`config.mk`:
```
export PLATFORM = sky130hd
export DESIGN_NAME = quaternion_arithmetic_unit
export DESIGN_NICKNAME = d
export VERILOG_FILES = /design/src/qau_pkg.sv /design/src/quaternion_arithmetic_unit.sv /design/src/qau_datapath.sv /design/src/qau_ctrl.sv
export SDC_FILE = /design/constraint.sdc
export NUM_CORES = 2
export LEC_CHECK = 0
export CAP_MARGIN = 10
export CORE_MARGIN = 2
export CORE_UTILIZATION = 30
export DETAILED_ROUTE_END_ITERATION = 8
export DONT_BUFFER_PORTS = 1
export GPL_ROUTABILITY_DRIVEN = 0
export MAX_ROUTING_LAYER = met4
export PLACE_DENSITY_LB_ADDON = 0.3
export SETUP_SLACK_MARGIN = 0.4
export SLEW_MARGIN = 20
export SYNTH_ARGS = -nofsm -noshare
export SYNTH_HDL_FRONTEND = slang
export SYNTH_SLANG_ARGS = --single-unit
```
`constraint.sdc`:
```
create_clock -name clk -period 14.6 [get_ports clk]
set_input_delay 1.46 -clock clk [delete_from_list [all_inputs] [get_ports clk]]
set_output_delay 1.46 -clock clk [all_outputs]
set_load 0.005 [all_outputs]
```
`src/qau_pkg.sv`:
```
// qau_pkg: shared types and constants of the quaternion arithmetic unit
// no dependencies
`default_nettype none
package qau_pkg;
  localparam int COMP_WIDTH_DEF = 16;
  localparam int FRAC_BITS_DEF  = 12;

  typedef enum logic [2:0] {
    ACT_LOAD  = 3'd0,
    ACT_ADD   = 3'd1,
    ACT_SUB   = 3'd2,
    ACT_SCALE = 3'd3,
    ACT_CONJ  = 3'd4,
    ACT_NORM  = 3'd5,
    ACT_MUL   = 3'd6,
    ACT_NONE  = 3'd7
  } action_t;

  // datapath commands from the controller
  typedef struct packed {
    logic    capture;   // latch input transaction
    logic    simple;    // do load/add/sub/conj/none in one step
    logic    mac;       // multiply-accumulate one product
    logic    mac_clr;   // clear accumulator
    logic    comp_done; // round, clip and store one scaled/multiplied component
    logic    sq_acc;    // accumulate one square
    logic    sqrt_init;
    logic    sqrt_step;
    logic    div_init;
    logic    div_step;
    logic    div_done;  // store one normalized component
    logic    commit;    // write results into the held quaternion
    logic [1:0] comp;   // component index
    logic [1:0] term;   // product index
  } cmd_t;

  typedef struct packed {
    action_t action;
    logic    zero;      // sum of squares is zero
  } status_t;
endpackage
`default_nettype wire

```
`src/quaternion_arithmetic_unit.sv`:
```
// quaternion_arithmetic_unit: top level, controller plus datapath
// depends on qau_pkg, qau_ctrl, qau_datapath
`default_nettype none
// Holds one quaternion in signed fixed point (Q4.12 by default), reset to
// identity. Each input transaction applies one action: load, add, subtract,
// scale, conjugate, normalize, Hamilton product or none; the updated quaternion and
// zero_norm/saturated flags come back as one output transaction. One
// transaction is in flight at a time. Scale and multiply run through the
// single shared multiplier; normalize uses the bit-serial square root and
// divider. An output stall holds the unit until the result is taken.
module quaternion_arithmetic_unit import qau_pkg::*; #(
  parameter int COMP_WIDTH = COMP_WIDTH_DEF,
  parameter int FRAC_BITS  = FRAC_BITS_DEF
) (
  input  wire logic                         clk,
  input  wire logic                         rst,
  input  wire logic                         in_valid,
  output logic                              in_stall,
  input  wire logic [2:0]                   action,
  input  wire logic signed [COMP_WIDTH-1:0] op_x,
  input  wire logic signed [COMP_WIDTH-1:0] op_y,
  input  wire logic signed [COMP_WIDTH-1:0] op_z,
  input  wire logic signed [COMP_WIDTH-1:0] op_w,
  input  wire logic signed [COMP_WIDTH-1:0] factor,
  output logic                              out_valid,
  input  wire logic                         out_stall,
  output logic signed [COMP_WIDTH-1:0]      res_x,
  output logic signed [COMP_WIDTH-1:0]      res_y,
  output logic signed [COMP_WIDTH-1:0]      res_z,
  output logic signed [COMP_WIDTH-1:0]      res_w,
  output logic                              zero_norm,
  output logic                              saturated
);
  cmd_t    cmd;
  status_t status;

  // sequencer
  qau_ctrl #(.COMP_WIDTH(COMP_WIDTH), .FRAC_BITS(FRAC_BITS)) u_ctrl (
    .clk, .rst, .in_valid, .in_stall, .out_valid, .out_stall,
    .status, .cmd
  );

  // arithmetic
  qau_datapath #(.COMP_WIDTH(COMP_WIDTH), .FRAC_BITS(FRAC_BITS)) u_dp (
    .clk, .rst, .cmd, .status, .action, .op_x, .op_y, .op_z, .op_w, .factor,
    .res_x, .res_y, .res_z, .res_w, .zero_norm, .saturated
  );
endmodule
`default_nettype wire

```
`src/qau_datapath.sv`:
```
// qau_datapath: quaternion registers, one shared multiplier, sqrt and divider units
// depends on qau_pkg
`default_nettype none
module qau_datapath import qau_pkg::*; #(
  parameter int COMP_WIDTH = COMP_WIDTH_DEF,
  parameter int FRAC_BITS  = FRAC_BITS_DEF
) (
  input  wire logic                         clk,
  input  wire logic                         rst,
  input  wire cmd_t                         cmd,
  output status_t                           status,
  input  wire logic [2:0]                   action,
  input  wire logic signed [COMP_WIDTH-1:0] op_x,
  input  wire logic signed [COMP_WIDTH-1:0] op_y,
  input  wire logic signed [COMP_WIDTH-1:0] op_z,
  input  wire logic signed [COMP_WIDTH-1:0] op_w,
  input  wire logic signed [COMP_WIDTH-1:0] factor,
  output logic signed [COMP_WIDTH-1:0]      res_x,
  output logic signed [COMP_WIDTH-1:0]      res_y,
  output logic signed [COMP_WIDTH-1:0]      res_z,
  output logic signed [COMP_WIDTH-1:0]      res_w,
  output logic                              zero_norm,
  output logic                              saturated
);
  localparam int CW  = COMP_WIDTH;
  localparam int PW  = 2 * CW;
  localparam int AW  = PW + 3;       // sum of four products
  localparam int SW  = PW + 3;       // sum of four squares
  localparam int NW  = (SW + 1) / 2; // square root width
  localparam int DW  = CW + FRAC_BITS + 1; // dividend width
  localparam logic signed [AW-1:0] CMAXA = AW'((64'sd1 <<< (CW - 1)) - 1);
  localparam logic signed [AW-1:0] CMINA = -AW'(64'sd1 <<< (CW - 1));
  localparam logic [SW+63:0] SQ_MAX = (SW+64)'(64'hFFFF_FFFF_FFFF_FFFF);

  logic signed [CW-1:0] q [4];
  logic signed [CW-1:0] o [4];
  logic signed [CW-1:0] r [4];
  logic signed [CW-1:0] fac;
  action_t act;
  logic sat, zflag;

  // product selection for the hamilton product
  logic signed [CW-1:0] ma, mb;
  logic neg;
  always_comb begin
    ma = q[cmd.comp];
    mb = fac;
    neg = 1'b0;
    if (act == ACT_MUL) begin
      case ({cmd.comp, cmd.term})
        4'h0: begin ma = q[3]; mb = o[0]; end
        4'h1: begin ma = q[0]; mb = o[3]; end
        4'h2: begin ma = q[1]; mb = o[2]; end
        4'h3: begin ma = q[2]; mb = o[1]; neg = 1'b1; end
        4'h4: begin ma = q[3]; mb = o[1]; end
        4'h5: begin ma = q[0]; mb = o[2]; neg = 1'b1; end
        4'h6: begin ma = q[1]; mb = o[3]; end
        4'h7: begin ma = q[2]; mb = o[0]; end
        4'h8: begin ma = q[3]; mb = o[2]; end
        4'h9: begin ma = q[0]; mb = o[1]; end
        4'ha: begin ma = q[1]; mb = o[0]; neg = 1'b1; end
        4'hb: begin ma = q[2]; mb = o[3]; end
        4'hc: begin ma = q[3]; mb = o[3]; end
        4'hd: begin ma = q[0]; mb = o[0]; neg = 1'b1; end
        4'he: begin ma = q[1]; mb = o[1]; neg = 1'b1; end
        default: begin ma = q[2]; mb = o[2]; neg = 1'b1; end
      endcase
    end else if (act == ACT_NORM) begin
      ma = q[cmd.term];
      mb = q[cmd.term];
    end
  end

  logic signed [PW-1:0] prod;
  logic                 prod_neg;
  logic signed [AW-1:0] acc;
  always_ff @(posedge clk) begin
    prod     <= ma * mb;
    prod_neg <= neg;
  end

  // rounded sum: floor((acc + half) / 2^F)
  logic signed [AW-1:0] rnd;
  logic signed [AW-1:0] acc_in;
  assign acc_in = prod_neg ? acc - AW'(prod) : acc + AW'(prod);
  assign rnd = (acc + (AW'(1) <<< (FRAC_BITS - 1))) >>> FRAC_BITS;

  function automatic logic signed [CW-1:0] clipv(input logic signed [AW-1:0] v,
                                                 output logic s);
    s = 1'b0;
    if (v > CMAXA) begin s = 1'b1; return CW'(CMAXA); end
    if (v < CMINA) begin s = 1'b1; return CW'(CMINA); end
    return CW'(v);
  endfunction

  // sqrt (restoring, two bits per step)
  logic [SW-1:0] sq_sum, srem, sq_lim;
  logic [SW+1:0] sres, sbit;
  logic [NW-1:0] nroot;
  logic [SW+1:0] strial;
  assign strial = sres + sbit;
  assign nroot  = NW'(sres);
  // sum of squares saturates at 2^64-1, only reachable with components of 32 bits or more
  assign sq_lim = ((SW+64)'(sq_sum) > SQ_MAX) ? SW'(SQ_MAX) : sq_sum;

  // divider: q = (2*mag*2^F + n) / (2n), restoring, one quotient bit per step
  logic [DW:0]   dnum;
  logic [DW:0]   dmag;
  logic [NW+1:0] drem;
  logic [NW+1:0] dtrial;
  logic          dneg;
  assign dtrial = {drem[NW:0], dnum[DW]};
  assign dmag = (q[cmd.comp] < 0) ? (DW+1)'(-AW'(q[cmd.comp])) : (DW+1)'(q[cmd.comp]);

  logic signed [AW-1:0] s_res, d_res;
  logic signed [CW-1:0] s_clip, d_clip;
  logic s_sat, d_sat;
  always_comb begin
    s_res = rnd;
    d_res = dneg ? -AW'(signed'({1'b0, dnum})) : AW'(signed'({1'b0, dnum}));
    s_clip = clipv(s_res, s_sat);
    d_clip = clipv(d_res, d_sat);
  end

  always_ff @(posedge clk) begin
    if (rst) begin
      q[0] <= '0; q[1] <= '0; q[2] <= '0;
      q[3] <= CW'(64'sd1 <<< FRAC_BITS);
    end else begin
      if (cmd.capture) begin
        act <= action_t'(action);
        o[0] <= op_x; o[1] <= op_y; o[2] <= op_z; o[3] <= op_w;
        fac <= factor;
        sat <= 1'b0; zflag <= 1'b0;
        acc <= '0; sq_sum <= '0;
        for (int i = 0; i < 4; i++) r[i] <= q[i];
      end
      if (cmd.simple) begin
        for (int i = 0; i < 4; i++) begin
          logic s;
          logic signed [AW-1:0] v;
          s = 1'b0;
          v = '0;
          case (act)
            ACT_LOAD: r[i] <= o[i];
            ACT_ADD: begin
              v = AW'(q[i]) + AW'(o[i]);
              r[i] <= clipv(v, s); if (s) sat <= 1'b1;
            end
            ACT_SUB: begin
              v = AW'(q[i]) - AW'(o[i]);
              r[i] <= clipv(v, s); if (s) sat <= 1'b1;
            end
            ACT_CONJ: begin
              if (i < 3) begin
                v = -AW'(q[i]);
                r[i] <= clipv(v, s); if (s) sat <= 1'b1;
              end
            end
            default: ;
          endcase
        end
      end
      if (cmd.mac_clr) acc <= '0;
      else if (cmd.mac) acc <= acc_in;
      if (cmd.sq_acc) sq_sum <= sq_sum + SW'(unsigned'(prod));
      if (cmd.comp_done) begin
        r[cmd.comp] <= s_clip;
        if (s_sat) sat <= 1'b1;
      end
      if (cmd.sqrt_init) begin
        zflag <= (sq_sum == '0);
        srem <= sq_lim;
        sres <= '0;
        sbit <= (SW+2)'(1) << (2 * ((SW + 1) / 2) - 2);
      end
      if (cmd.sqrt_step && sbit != '0) begin
        if ((SW+2)'(srem) >= strial) begin
          srem <= SW'((SW+2)'(srem) - strial);
          sres <= (sres >> 1) + sbit;
        end else begin
          sres <= sres >> 1;
        end
        sbit <= sbit >> 2;
      end
      if (cmd.div_init) begin
        dneg <= q[cmd.comp] < 0;
        dnum <= (dmag << (FRAC_BITS + 1)) + (DW+1)'(nroot);
        drem <= '0;
      end
      if (cmd.div_step) begin
        if (dtrial >= {nroot, 1'b0}) begin
          drem <= dtrial - {nroot, 1'b0};
          dnum <= {dnum[DW-1:0], 1'b1};
        end else begin
          drem <= dtrial;
          dnum <= {dnum[DW-1:0], 1'b0};
        end
      end
      if (cmd.div_done) begin
        r[cmd.comp] <= d_clip;
        if (d_sat) sat <= 1'b1;
      end
      if (cmd.commit && !(act == ACT_NORM && zflag)) begin
        for (int i = 0; i < 4; i++) q[i] <= r[i];
      end
    end
  end

  assign status.action = act;
  assign status.zero   = zflag;
  assign res_x = r[0];
  assign res_y = r[1];
  assign res_z = r[2];
  assign res_w = r[3];
  assign zero_norm = zflag;
  assign saturated = sat;
endmodule
`default_nettype wire

```
`src/qau_ctrl.sv`:
```
// qau_ctrl: sequencer of the quaternion arithmetic unit
// depends on qau_pkg
`default_nettype none
module qau_ctrl import qau_pkg::*; #(
  parameter int COMP_WIDTH = COMP_WIDTH_DEF,
  parameter int FRAC_BITS  = FRAC_BITS_DEF
) (
  input  wire logic    clk,
  input  wire logic    rst,
  input  wire logic    in_valid,
  output logic         in_stall,
  output logic         out_valid,
  input  wire logic    out_stall,
  input  wire status_t status,
  output cmd_t         cmd
);
  localparam int SW = 2 * COMP_WIDTH + 3;
  localparam int SQ_STEPS  = (SW + 1) / 2;
  localparam int DIV_STEPS = COMP_WIDTH + FRAC_BITS + 2;
  localparam int CNTW = $clog2(SQ_STEPS + DIV_STEPS + 8);

  typedef enum logic [7:0] {
    S_IDLE  = 8'b0000_0001,
    S_DISP  = 8'b0000_0010,
    S_MAC   = 8'b0000_0100,
    S_SQ    = 8'b0000_1000,
    S_SQRT  = 8'b0001_0000,
    S_DIV   = 8'b0010_0000,
    S_COMIT = 8'b0100_0000,
    S_OUT   = 8'b1000_0000
  } state_t;

  state_t state, state_next;
  logic [1:0] comp, comp_next, term, term_next;
  logic [CNTW-1:0] cnt, cnt_next;
  logic [1:0] lat, lat_next; // multiplier pipe phase

  always_comb begin
    cmd = '0;
    cmd.comp = comp;
    cmd.term = term;
    state_next = state;
    comp_next = comp; term_next = term; cnt_next = cnt; lat_next = lat;
    in_stall = 1'b1;
    out_valid = 1'b0;
    case (state)
      S_IDLE: begin
        in_stall = 1'b0;
        if (in_valid) begin
          cmd.capture = 1'b1;
          state_next = S_DISP;
          comp_next = '0; term_next = '0; lat_next = '0; cnt_next = '0;
        end
      end
      S_DISP: begin
        case (status.action)
          ACT_SCALE, ACT_MUL: state_next = S_MAC;
          ACT_NORM: state_next = S_SQ;
          default: begin cmd.simple = 1'b1; state_next = S_COMIT; end
        endcase
      end
      S_MAC: begin
        // product registered the cycle after selection; lat 0 first issue,
        // 3 issue and accumulate, 1 accumulate last, 2 store component
        if (lat == 2'd1) begin
          cmd.mac = 1'b1;
          lat_next = 2'd2;
        end else if (lat == 2'd2) begin
          cmd.comp_done = 1'b1;
          cmd.mac_clr = 1'b1;
          term_next = '0; lat_next = '0;
          comp_next = comp + 2'd1;
          if (comp == 2'd3) state_next = S_COMIT;
        end else begin
          cmd.mac = (lat == 2'd3);
          if (status.action == ACT_SCALE || term == 2'd3) begin
            lat_next = 2'd1;
          end else begin
            term_next = term + 2'd1;
            lat_next = 2'd3;
          end
        end
      end
      S_SQ: begin
        if (lat == 2'd0) begin
          term_next = 2'd1;
          lat_next = 2'd1;
        end else if (lat == 2'd1) begin
          cmd.sq_acc = 1'b1;
          if (term == 2'd3) lat_next = 2'd2;
          else term_next = term + 2'd1;
        end else begin
          cmd.sq_acc = 1'b1;
          state_next = S_SQRT; cnt_next = '0;
          term_next = '0; lat_next = '0;
        end
      end
      S_SQRT: begin
        if (cnt == '0) cmd.sqrt_init = 1'b1;
        else cmd.sqrt_step = 1'b1;
        cnt_next = cnt + 1'b1;
        if (cnt == CNTW'(SQ_STEPS)) begin
          if (status.zero) state_next = S_COMIT;
          else begin state_next = S_DIV; cnt_next = '0; comp_next = '0; end
        end
      end
      S_DIV: begin
        if (cnt == '0) cmd.div_init = 1'b1;
        else if (cnt == CNTW'(DIV_STEPS + 1)) cmd.div_done = 1'b1;
        else cmd.div_step = 1'b1;
        cnt_next = cnt + 1'b1;
        if (cnt == CNTW'(DIV_STEPS + 1)) begin
          cnt_next = '0;
          comp_next = comp + 2'd1;
          if (comp == 2'd3) state_next = S_COMIT;
        end
      end
      S_COMIT: begin
        cmd.commit = 1'b1;
        state_next = S_OUT;
      end
      S_OUT: begin
        out_valid = 1'b1;
        if (!out_stall) state_next = S_IDLE;
      end
      default: state_next = S_IDLE;
    endcase
  end

  always_ff @(posedge clk) begin
    if (rst) begin
      state <= S_IDLE;
      comp <= '0; term <= '0; cnt <= '0; lat <= '0;
    end else begin
      state <= state_next;
      comp <= comp_next; term <= term_next; cnt <= cnt_next; lat <= lat_next;
    end
  end
endmodule
`default_nettype wire

```
==> results_dict.tcl <==
set metrics [dict create \
    synth-edff-count 423 \
    cts.sinks 480 \
    yosysWarnings 0 \
    fin_ws_ns 4.62 \
    grt_antenna_before_repair 15 \
    power_frac_comb 0.623 \
    slew_viol_final 0 \
    start_util 0.303 \
    clk_latency_ns 0.71 \
    syn_inst 5923 \
    final_cell_area_um2 55800 \
    io_buffers 0 \
    die_h_um 418 \
    cp-end-kind "register" \
    die_area_um2 175000 \
    syn_area_um2 51400 \
    ctsHoldBuffers 0 \
    core_area_um2 170000 \
    cp_top_family "adder cells" \
    finalPower_mw 9.07 \
    io_pins 155 \
    synth_area_leader_cell "edfxtp_1" \
    vias 45300 \
    cp_slowest_stage_delay_ns 1.09 \
    cp.buffers_inverters 4 \
    finalClockSkew_ns 0.0354 \
    dp.cells 7940 \
    num_rows 151 \
    grt_pass1_vias 43100 \
    clk_pin_slew_ns 0.06 \
    fin_crit_sh 0.684 \
    finalHoldViolCount 0 \
    violations "design-rule violations" \
    tritoncts "done" \
    start_kind "register" \
    crit_top_cell "fa_1" \
    viasPerCell 5.61 \
    switching_share 0.452 \
    cp.arrival_ns 10.54 \
    cts_buffers 60 \
    timing.fmax_mhz 100 \
    min_path_type "reg -> reg" \
    pwr-share-clk 0.166 \
    ff_latch_area_um2 13800 \
    most-common-layout-cells "656 x nor2_1, 548 x inv_1, 437 x a21oi_1" \
    final_util 0.329 \
    worst_pin_slew_ns 1.26 \
    p_leak_nw 22.9 \
    synthFlopType "edfxtp_1" \
    cts_resized 0 \
    drive_gt1_frac 0.0517 \
    vdd_ir_drop_max_v 0.000408 \
    powerDensity_nw_per_um2 163 \
    ys_seq_area_frac 0.269 \
    hpwl_mm 144 \
    avgRoutedWirePerCell_um 22.8 \
    drt_iter0_markers 5424 \
    p_seq_frac 0.211 \
    synth-seq-cells 480 \
    ant_nets 0 \
    crit_fanout 20 \
    grt.total_usage 0.210 \
    fin_crit_ns 9.98 \
    holdWs_ns 0.507 \
    status "complete, but fails checks" \
    grt_setup_unrepaired "no" \
    drv_cap 0 \
    synth_top_area_share 0.247 \
    finalSetupViolCount 0 \
    remaining_drc_errors 31 \
    layout.nets 6554 \
    final_common_cell "nor2_1" \
    grt_pass1_wl_mm 273 \
    synth.avg_cell_area_um2 8.69 \
    cpMaxStageDelayCell "nor3_2" \
    synthArstFlopShare 0 \
    postCtsSetupRepairBufs 0 \
    grt_max_degree 68 \
    multi_input_area_um2 34600 \
    synth.distinct_cells 90 \
    worst_ep_required_time_ns 15.16 \
    synthTopCellsByArea "edfxtp_1 25%, fa_1 11%, ha_1 9.9%" \
    placed_cell_area_um2 53800 \
    wirelength_mm 184 \
    die_width_um 418 \
    dp_slack_ns 4.91 \
    htree_levels 2 \
    grt-ovfl-total 0 \
    p_sw_mw 4.10 \
    drt-pass1-iter-count 9 \
    area_growth_pct 8.49 \
    internal-power_mw 4.97 \
    finalNonFillerCells 8073 \
    num-fill-cells 17600 \
    finalSetupTns_ns 0 \
    path_class "reg -> reg" \
    synth_nets 6693 \
    slew_headroom 0.161 \
    clockBufferDepth 3 \
    cts_root_buf "clkbuf_16" \
]
path summary, 6_finish.rpt:
check                         startpoint                    endpoint  slack (ns)  depth (start not counted)
max          u_ctrl.term[0]$_SDFFE_PP0P_       u_dp.prod[31]$_DFF_P_        4.62                         29
min           u_ctrl.cnt[5]$_SDFFE_PP0P_  u_ctrl.cnt[5]$_SDFFE_PP0P_        0.51                          2
max reg2reg  u_ctrl.term[0]$_SDFFE_PP0P_       u_dp.prod[31]$_DFF_P_        4.62                         29
min reg2reg   u_ctrl.cnt[5]$_SDFFE_PP0P_  u_ctrl.cnt[5]$_SDFFE_PP0P_        0.51                          2
sequential cells by signal, indices dropped and copies added, names as in the netlist, 2 cells and up, named ones only:
signal        count
u_ctrl.term       2
u_dp.sres        37
u_dp.r           64
u_dp.srem        35
u_ctrl.comp       2
u_dp.dnum        30
u_dp.o           64
u_dp.sbit        18
u_ctrl.state      8
u_dp.act          3
u_dp.sq_lim      35
u_ctrl.lat        2
u_dp.acc         35
u_ctrl.cnt        6
u_dp.drem        19
u_dp.fac         16
u_dp.q           64
u_dp.prod        32
power groups by stage:
| stage | combinational [mW] | clock (mW) | sequential, mW |
|---|---|---|---|
| 6_report | 5.65 | 1.50 | 1.91 |
| 5_1_grt | 6.50 | 1.58 | 1.91 |
| 4_1_cts | 5.73 | 1.53 | 1.90 |
| 3_5_place_dp | 5.69 | 0 | 1.93 |
| 3_3_place_gp | 5.65 | 0 | 1.93 |
| 2_1_floorplan | 4.51 | 0 | 1.77 |
Yosys cell counts (18+ instances only):
cell      number
edfxtp_1     423
nor2_1       658
dfxtp_1       57
xnor2_1      237
inv_1        549
a21o_1       101
clkbuf_1     248
a31oi_1       69
mux2i_1       91
o31ai_1       39
fa_1         276
nand2_1      419
o21bai_1      42
o21ai_0      347
nor3_1       135
nor3b_1       23
mux4_2        30
o22ai_1       28
nor2b_1       64
or4_1         24
xor2_1       144
or3_1         68
nand2b_1      88
and3_1       103
ha_1         407
nand4_1       41
o22a_1        18
o211ai_1      40
and2_1        44
a21oi_1      442
a222oi_1      33
nor4_1        43
nand3_1       98
o21a_1        50
a211oi_1      76
or2_2         43
worst min-delay path: cells and delay by family (launching register included):
kind               cells  cell delay [ns]
DFF                    1             0.33
AOI/OAI and AO/OA      2             0.13
layout make-up:
class,instances,share of cell area
inverters,549,0.0369
clock buffers,78,0.0285
flip-flops and latches,480,0.248
multi-input cells,4619,0.620
clock inverters,36,0.00592
repair buffers,74,0.00995
diodes,19,0.000852
well taps,2218,0.0497
kinds of logic (layout without fill, tap and decap cells):
| group | count (synthesis) | count (layout) | synth area share |
|---|---|---|---|
| simple gates | 1912 | 1912 | 0.179 |
| other cells | 0 | 19 | 0 |
| fa+ha+maj | 688 | 688 | 0.207 |
| mux | 127 | 127 | 0.0322 |
| buf+inv | 824 | 737 | 0.0608 |
| flops | 480 | 480 | 0.269 |
| xor+xnor | 381 | 381 | 0.0649 |
| compound gates | 1511 | 1511 | 0.187 |
metal layers:
| metal | track usage | routed length [um] |
|---|---|---|
| met3 | 0.0587 | 19200 |
| met4 | 0.0898 | 8620 |
| met1 | 0.271 | 76700 |
| met2 | 0.307 | 79300 |
| met5 | - | 0 |
Power figures use the tool's default switching activity.
